--- config.mk ---
export PLATFORM = sky130hd
export DESIGN_NAME = odd_even_two_pointer_partition
export DESIGN_NICKNAME = d
export VERILOG_FILES = /design/src/rtl/oetp_pkg.sv /design/src/rtl/oetp_ctrl.sv /design/src/rtl/oetp_dp.sv /design/src/rtl/odd_even_two_pointer_partition.sv
export SDC_FILE = /design/constraint.sdc
export NUM_CORES = 2
export LEC_CHECK = 0
export BUFFER_PORTS_ARGS = -buffer_cell sky130_fd_sc_hd__buf_2
export CAP_MARGIN = 25
export CELL_PAD_IN_SITES_DETAIL_PLACEMENT = 1
export CELL_PAD_IN_SITES_GLOBAL_PLACEMENT = 2
export CORE_AREA = 4 4 362 631
export CTS_CLUSTER_DIAMETER = 150
export CTS_CLUSTER_SIZE = 30
export DETAILED_ROUTE_END_ITERATION = 16
export DIE_AREA = 0 0 366 635
export GPL_TIMING_DRIVEN = 0
export PLACE_DENSITY_LB_ADDON = 0.1
export SYNTH_ARGS = -nofsm -noshare
export SYNTH_HDL_FRONTEND = slang
export SYNTH_SLANG_ARGS = --single-unit
--- constraint.sdc ---
create_clock -name clk -period 3.9 [get_ports clk]
set_input_delay 0.195 -clock clk [delete_from_list [all_inputs] [get_ports clk]]
set_output_delay 0.195 -clock clk [all_outputs]
set_load 0.01 [all_outputs]
--- src/rtl/oetp_pkg.sv ---
// shared constants and controller/datapath interface types for the odd-even partition block
package oetp_pkg;

	localparam int WORD_W      = 32;
	localparam int DEPTH_DEF   = 64;
	localparam logic [WORD_W-1:0] ODD_BIT = 32'h0000_0001;

	typedef struct packed {
		logic accept;
		logic start;
		logic rd_pair;
		logic step_f;
		logic step_b;
		logic swap_lo;
		logic swap_hi;
		logic emit_rd;
		logic emit_ld;
		logic done;
	} cmd_t;

	typedef struct packed {
		logic f_lt_b;
		logic f_odd;
		logic b_odd;
		logic k_last;
		logic out_free;
	} sts_t;

endpackage

--- src/rtl/oetp_ctrl.sv ---
// controller state machine: load, partition walk and emission sequencing
module oetp_ctrl (
	input  logic           clk,
	input  logic           arst_n,
	input  logic           in_valid,
	input  logic           block_end,
	output logic           in_stall,
	input  oetp_pkg::sts_t sts,
	output oetp_pkg::cmd_t cmd
);
	import oetp_pkg::*;

	localparam logic [2:0] ST_LOAD = 3'd0;
	localparam logic [2:0] ST_PRD  = 3'd1;
	localparam logic [2:0] ST_PEV  = 3'd2;
	localparam logic [2:0] ST_PW2  = 3'd3;
	localparam logic [2:0] ST_ERD  = 3'd4;
	localparam logic [2:0] ST_ELD  = 3'd5;

	logic [2:0] state_q;
	logic [2:0] state_d;

	assign in_stall = (state_q != ST_LOAD);

	always_comb begin
		cmd     = '0;
		state_d = state_q;
		unique case (state_q)
			ST_LOAD: begin
				if (in_valid) begin
					cmd.accept = 1'b1;
					if (block_end) begin
						cmd.start = 1'b1;
						state_d   = ST_PRD;
					end
				end
			end
			ST_PRD: begin
				if (sts.f_lt_b) begin
					cmd.rd_pair = 1'b1;
					state_d     = ST_PEV;
				end else begin
					state_d = ST_ERD;
				end
			end
			ST_PEV: begin
				if (sts.f_odd) begin
					cmd.step_f = 1'b1;
					state_d    = ST_PRD;
				end else if (!sts.b_odd) begin
					cmd.step_b = 1'b1;
					state_d    = ST_PRD;
				end else begin
					cmd.swap_lo = 1'b1;
					state_d     = ST_PW2;
				end
			end
			ST_PW2: begin
				cmd.swap_hi = 1'b1;
				state_d     = ST_PRD;
			end
			ST_ERD: begin
				cmd.emit_rd = 1'b1;
				state_d     = ST_ELD;
			end
			ST_ELD: begin
				if (sts.out_free) begin
					cmd.emit_ld = 1'b1;
					if (sts.k_last) begin
						cmd.done = 1'b1;
						state_d  = ST_LOAD;
					end else begin
						state_d = ST_ERD;
					end
				end
			end
			default: begin
				state_d = ST_LOAD;
			end
		endcase
	end

	always_ff @(posedge clk or negedge arst_n) begin
		if (!arst_n) begin
			state_q <= ST_LOAD;
		end else begin
			state_q <= state_d;
		end
	end

endmodule

--- src/rtl/oetp_dp.sv ---
// datapath: element store, partition pointers, emission counter and output register
module oetp_dp #(
	parameter int BLOCK_DEPTH = oetp_pkg::DEPTH_DEF
) (
	input  logic                               clk,
	input  logic                               arst_n,
	input  oetp_pkg::cmd_t                     cmd,
	output oetp_pkg::sts_t                     sts,
	input  logic signed [oetp_pkg::WORD_W-1:0] word_value,
	output logic                               out_valid,
	input  logic                               out_stall,
	output logic signed [oetp_pkg::WORD_W-1:0] out_value,
	output logic                               out_last,
	output logic                               overflowed
);
	import oetp_pkg::*;

	localparam int IDX_W = (BLOCK_DEPTH > 1) ? $clog2(BLOCK_DEPTH) : 1;
	localparam int CNT_W = $clog2(BLOCK_DEPTH + 1);
	localparam logic [CNT_W-1:0] DEPTH_C = CNT_W'(BLOCK_DEPTH);

	logic [WORD_W-1:0] store_q [BLOCK_DEPTH];
	logic [WORD_W-1:0] rd_a_q;
	logic [WORD_W-1:0] rd_b_q;
	logic [CNT_W-1:0]  fill_q;
	logic [CNT_W-1:0]  k_q;
	logic [IDX_W-1:0]  f_q;
	logic [IDX_W-1:0]  b_q;
	logic              drop_q;
	logic              out_valid_q;
	logic [WORD_W-1:0] out_value_q;
	logic              out_last_q;
	logic              overflowed_q;

	logic              has_room;
	logic [CNT_W-1:0]  count_new;
	logic              wr_en;
	logic [IDX_W-1:0]  wr_addr;
	logic [WORD_W-1:0] wr_data;
	logic [IDX_W-1:0]  rd_a_addr;
	logic              b_dec_ok;

	assign has_room  = (fill_q < DEPTH_C);
	assign count_new = has_room ? CNT_W'(fill_q + CNT_W'(1)) : fill_q;
	assign b_dec_ok  = (({1'b0, f_q} + (IDX_W+1)'(1)) < {1'b0, b_q});

	always_comb begin
		wr_en   = 1'b0;
		wr_addr = b_q;
		wr_data = rd_a_q;
		if (cmd.accept && has_room) begin
			wr_en   = 1'b1;
			wr_addr = fill_q[IDX_W-1:0];
			wr_data = word_value;
		end else if (cmd.swap_lo) begin
			wr_en   = 1'b1;
			wr_addr = f_q;
			wr_data = rd_b_q;
		end else if (cmd.swap_hi) begin
			wr_en = 1'b1;
		end
	end

	assign rd_a_addr = cmd.emit_rd ? k_q[IDX_W-1:0] : f_q;

	always_ff @(posedge clk) begin
		if (wr_en) begin
			store_q[wr_addr] <= wr_data;
		end
		if (cmd.rd_pair || cmd.emit_rd) begin
			rd_a_q <= store_q[rd_a_addr];
		end
		if (cmd.rd_pair) begin
			rd_b_q <= store_q[b_q];
		end
	end

	always_ff @(posedge clk or negedge arst_n) begin
		if (!arst_n) begin
			fill_q <= '0;
			drop_q <= 1'b0;
			f_q    <= '0;
			b_q    <= '0;
			k_q    <= '0;
		end else begin
			if (cmd.accept) begin
				fill_q <= count_new;
				if (!has_room) begin
					drop_q <= 1'b1;
				end
			end
			if (cmd.start) begin
				f_q <= '0;
				b_q <= IDX_W'(count_new - CNT_W'(1));
				k_q <= '0;
			end
			if (cmd.step_f) begin
				f_q <= IDX_W'(f_q + IDX_W'(1));
			end
			if (cmd.step_b) begin
				b_q <= IDX_W'(b_q - IDX_W'(1));
			end
			if (cmd.swap_hi) begin
				f_q <= IDX_W'(f_q + IDX_W'(1));
				if (b_dec_ok) begin
					b_q <= IDX_W'(b_q - IDX_W'(1));
				end
			end
			if (cmd.emit_ld) begin
				k_q <= CNT_W'(k_q + CNT_W'(1));
			end
			if (cmd.done) begin
				fill_q <= '0;
				drop_q <= 1'b0;
			end
		end
	end

	always_ff @(posedge clk or negedge arst_n) begin
		if (!arst_n) begin
			out_valid_q <= 1'b0;
		end else if (cmd.emit_ld) begin
			out_valid_q <= 1'b1;
		end else if (!out_stall) begin
			out_valid_q <= 1'b0;
		end
	end

	always_ff @(posedge clk) begin
		if (cmd.emit_ld) begin
			out_value_q  <= rd_a_q;
			out_last_q   <= (CNT_W'(k_q + CNT_W'(1)) == fill_q);
			overflowed_q <= drop_q;
		end
	end

	assign sts.f_lt_b   = (f_q < b_q);
	assign sts.f_odd    = ((rd_a_q & ODD_BIT) != '0);
	assign sts.b_odd    = ((rd_b_q & ODD_BIT) != '0);
	assign sts.k_last   = (CNT_W'(k_q + CNT_W'(1)) == fill_q);
	assign sts.out_free = !out_valid_q || !out_stall;

	assign out_valid  = out_valid_q;
	assign out_value  = out_value_q;
	assign out_last   = out_last_q;
	assign overflowed = overflowed_q;

endmodule

--- src/rtl/odd_even_two_pointer_partition.sv ---
// top level of the odd-before-even two-pointer partition block
//
// input channel (in_valid, in_stall, word_value, block_end): one signed word per
// transfer; in_stall is low only while the block is loading. a transfer with
// block_end set closes the block. words past BLOCK_DEPTH are dropped.
// after the closing transfer the stored block of n words is reordered in place:
// each pointer step is a registered dual read of the store plus a decision
// state; a swap writes the front word in the decision state and the back word
// in the next cycle, then moves the front pointer up and moves the back pointer
// down only if it lay more than one place above the front pointer.
// then the n words leave on the output channel (out_valid, out_stall, out_value,
// out_last, overflowed), each as one store read and one output load.
// out_last marks the final word, overflowed marks every word of a block that
// lost words. loading of the next block starts as soon as the last word sits
// in the output register.
// a stalled receiver holds the output register and pauses emission.
// reset empties the block, clears the drop flag and the output valid flag.
module odd_even_two_pointer_partition #(
	parameter int BLOCK_DEPTH = oetp_pkg::DEPTH_DEF
) (
	input  logic                               clk,
	input  logic                               arst_n,
	input  logic                               in_valid,
	output logic                               in_stall,
	input  logic signed [oetp_pkg::WORD_W-1:0] word_value,
	input  logic                               block_end,
	output logic                               out_valid,
	input  logic                               out_stall,
	output logic signed [oetp_pkg::WORD_W-1:0] out_value,
	output logic                               out_last,
	output logic                               overflowed
);
	import oetp_pkg::*;

	cmd_t cmd;
	sts_t sts;

	oetp_ctrl u_ctrl (
		.clk       (clk),
		.arst_n    (arst_n),
		.in_valid  (in_valid),
		.block_end (block_end),
		.in_stall  (in_stall),
		.sts       (sts),
		.cmd       (cmd)
	);

	oetp_dp #(
		.BLOCK_DEPTH (BLOCK_DEPTH)
	) u_dp (
		.clk        (clk),
		.arst_n     (arst_n),
		.cmd        (cmd),
		.sts        (sts),
		.word_value (word_value),
		.out_valid  (out_valid),
		.out_stall  (out_stall),
		.out_value  (out_value),
		.out_last   (out_last),
		.overflowed (overflowed)
	);

endmodule

==> results.yml <==
outcome:
  status: "finished with violations"
  violations: "negative hold slack, negative setup slack"
critical_path:
  crit_path_cell_trace: "buf_6 -> or3b_1 -> buf_6 -> mux2i_4 -> buf_6 -> buf_12 -> buf_12 -> buf_12 -> buf_6 -> buf_16 -> mux2i_4 -> o22ai_4 -> o41ai_4 -> nand4_1"
  critPathMaxStageDelay_ns: 0.73
  endpoint_kind: "flip-flop"
  cp-start-kind: "flip-flop"
  cp_slowest_cell: "o41ai_4"
  critPathBufInv: 8
  required_ns: 4.42
  crit_family: "buffers and inverters"
  crit_top_cell: "buf_6"
  arrival_ns: 4.61
  criticalPathCategory: "flip-flop to flip-flop"
  cp_max_fo: 8
synthesis:
  synthCells: 5550
  ys_types: 52
  netlist_top_cells_area: "edfxtp_1 (65%), mux4_2 (15%), mux2i_1 (10%)"
  syn_nets: 5602
  synth_seq_area_share_pct: 65.3
  syn_avg_cell_area_um2: 18.0
  synth_seq_cells: 2177
  synth_top_area_share_pct: 64.5
  postSynth.asyncResetShare_pct: 1.42
  syn_area_mm2: 0.0999
  yosysTopAreaCell: "edfxtp_1"
  synth_edf_count: 2146
  synth_ff_type: "edfxtp_1"
  ys_warn_count: 0
timing:
  hold_viol: 16
  fmaxAchievable_mhz: 244
  relSlewSlack_pct: 19.9
  finalCriticalPeriod_ns: 4.10
  setup_viol: 535
  worst_slack_ns: -0.196
  skew_ns: 0.0569
  hold_ws_ns: -0.0135
  slew_violations: 0
  tightest_slew_ns: 1.19
  rsz0062_at_grt: "true"
  min_period_over_period_pct: 105
floorplan:
  die_w_um: 366
  dieHeight_um: 635
  start_util_pct: 44.9
  dieArea_mm2: 0.232
  core_mm2: 0.223
  rows: 229
  io_pins: 73
placement:
  post_dp_cell_area_mm2: 0.110
  portBuffers: 72
  dp_hpwl_um: 379000
  place_inst: 8789
  gp_congestion: 0.974
finish:
  drive_above_1_share_pct: 30.9
  stdcell_count: 9198
  final_common_cell: "edfxtp_1"
  fillers: 20000
  stdcell_area_mm2: 0.117
  final_cell_mix: "edfxtp_1 (2146), mux2i_1 (1018), mux4_2 (655)"
  layout-area-overhead-vs-synth_pct: 17.4
  layout.nets: 6295
global_routing:
  grt_start_max_net_pins: 45
  grt-ovfl-total: 0
  grt_pass1_wl_um: 683000
  track_usage_pct: 45.1
  grt_pass1_vias: 69600
  antenna_found_initial: 46
route:
  drc: 0
  vias: 71500
  wirelength_um: 537000
  antenna_left: 0
  viasPerCell: 7.78
  first_pass_iters: 6
  wl_per_cell_um: 58.4
  drtIter0Drc: 12800
pwr:
  swShare_pct: 47.3
  pwr-share-comb_pct: 57.5
  p_int_mw: 55.5
  power_frac_seq_pct: 31.6
  pwr-share-clk_pct: 10.9
  p_per_area_mw_per_mm2: 898
  p_switching_mw: 49.8
  p_leak_nw: 42.2
  ir_worst_vdd_mv: 0.678
job:
  maxCapViolations: 0
clocking:
  clock_latency_ns: 0.84
  cts.clk_slew.worst_paths_ns: 0.13
  cts_buffer_depth: 3
  cts_tree: "done"
  cts_root_buf: "clkbuf_16"
  ctsHtreeMaxLevel: 3
  clkSinkCount: 2177
  cts_buffers: 82
min_path:
  hold_class: "primary input to asynchronous set/reset pin"
-- power by group through the flow --
| stage | sequential [mW] | combinational, mW | clock (mW) |
|---|---|---|---|
| 3_5_place_dp | 33.6 | 53.1 | 0 |
| 6_report | 33.2 | 60.6 | 11.5 |
| 3_3_place_gp | 34.4 | 48.7 | 0 |
| 2_1_floorplan | 33.5 | 24.7 | 0 |
| 5_1_grt | 33.3 | 59.4 | 12.1 |
| 4_1_cts | 33.1 | 55.1 | 11.3 |
-- metal layers --
| metal | part of all wire, % | GRT usage [%] |
|---|---|---|
| met5 | 0.025 | 0.0827 |
| met4 | 13 | 48.5 |
| met3 | 12 | 14.9 |
| met2 | 45 | 68.7 |
| met1 | 29 | 47.0 |
-- timing repair --
| item | CTS | global route |
|---|---|---|
| cloned | 10 | 11 |
| hold buffers | 7 | 0 |
| pin swaps | 59 | 38 |
| resized for setup | 309 | 298 |
| buffers inserted | 116 | 115 |
| endpoints found under the hold margin | 49 | 0 |
| endpoints found under the setup margin | 3688 | 1965 |
-- cell usage after synthesis, drive strengths merged (2+ instances only) --
cell type / count
edfxtp: 2146
mux2i: 1030
mux4: 655
o22ai: 515
buf: 252
nand2: 195
clkbuf: 184
o41ai: 128
nor2: 119
a31oi: 55
nand4: 35
dfrtp: 31
o21ai: 24
and3: 22
nand3: 21
a21oi: 16
ha: 15
xnor2: 14
xor2: 13
inv: 10
nand3b: 9
nand2b: 8
a21o: 5
nor2b: 5
a311oi: 4
nor3: 4
o31ai: 4
a211oi: 3
and2: 3
nor4: 3
or3: 3
a22o: 2
clkinv: 2
or2: 2
-- layout make-up --
class                      count  area, µm²  area share [%]
antenna                       47        118           0.100
buffer                       431       3430            2.93
clock buffer                  97       2110            1.80
clock inverter                 8       85.1          0.0725
inverter                      12       57.6          0.0491
multi-input combinational   2943      34700            29.6
sequential                  2177      65200            55.6
tap                         2887       3610            3.08
timing repair buffer         596       7940            6.77
-- stage by stage --
stage / power [mW] / TNS (ns) / utilization, % / setup slack [ns] / hold WS (ns)
after floorplan: 58.1 / -8.84 / - / -0.138 / -0.101
after global placement: 83.2 / - / 46.7 / -5.93 / 0.333
after detailed placement: 86.7 / -2868.14 / 49.6 / -2.50 / 0.323
after CTS: 99.6 / -32.27 / 51.7 / -0.269 / 0.0367
after global routing: 105 / -84.33 / 52.6 / -0.260 / 0.0460
final: 105 / -32.57 / 52.7 / -0.196 / -0.0135
-- sequential cells by signal (all words and copies together), names as in the netlist, 3 cells and up --
register	flops
u_dp.fill_q	7
u_dp.k_q	7
u_dp.store_q	2048
u_dp.f_q	6
u_dp.out_value	32
u_dp.rd_b_q	32
u_dp.b_q	6
u_dp.rd_a_q	32
u_ctrl.state_q	3
-- cell families (layout without fill, tap and decap cells) --
group,Yosys count,in the layout,synth area share (%)
DFF,2177,2177,65.3
muxes,1686,1686,25.1
AOI/OAI and AO/OA,761,779,5.08
buffers and inverters,448,1144,2.15
and+or+nand+nor,436,436,1.96
xor gates and xnor gates,27,27,0.237
adders and majority gates,15,15,0.188
other,0,47,0
-- worst paths after layout --
path,endpoint,cells after the start,from,slack [ns]
max,u_dp.rd_a_q[22],14,u_ctrl.state_q[1],-0.20
min,u_dp.out_valid,2,arst_n,-0.01
max reg2reg,u_dp.rd_a_q[22],14,u_ctrl.state_q[1],-0.20
min reg2reg,u_dp.out_value[30],0,u_dp.rd_a_q[30],0.46
max in group asynchronous,u_dp.b_q[3],2,arst_n,3.32
min in group clk,u_dp.store_q[16][14],3,word_value[14],0.04
(Power assumes the default switching activity.)
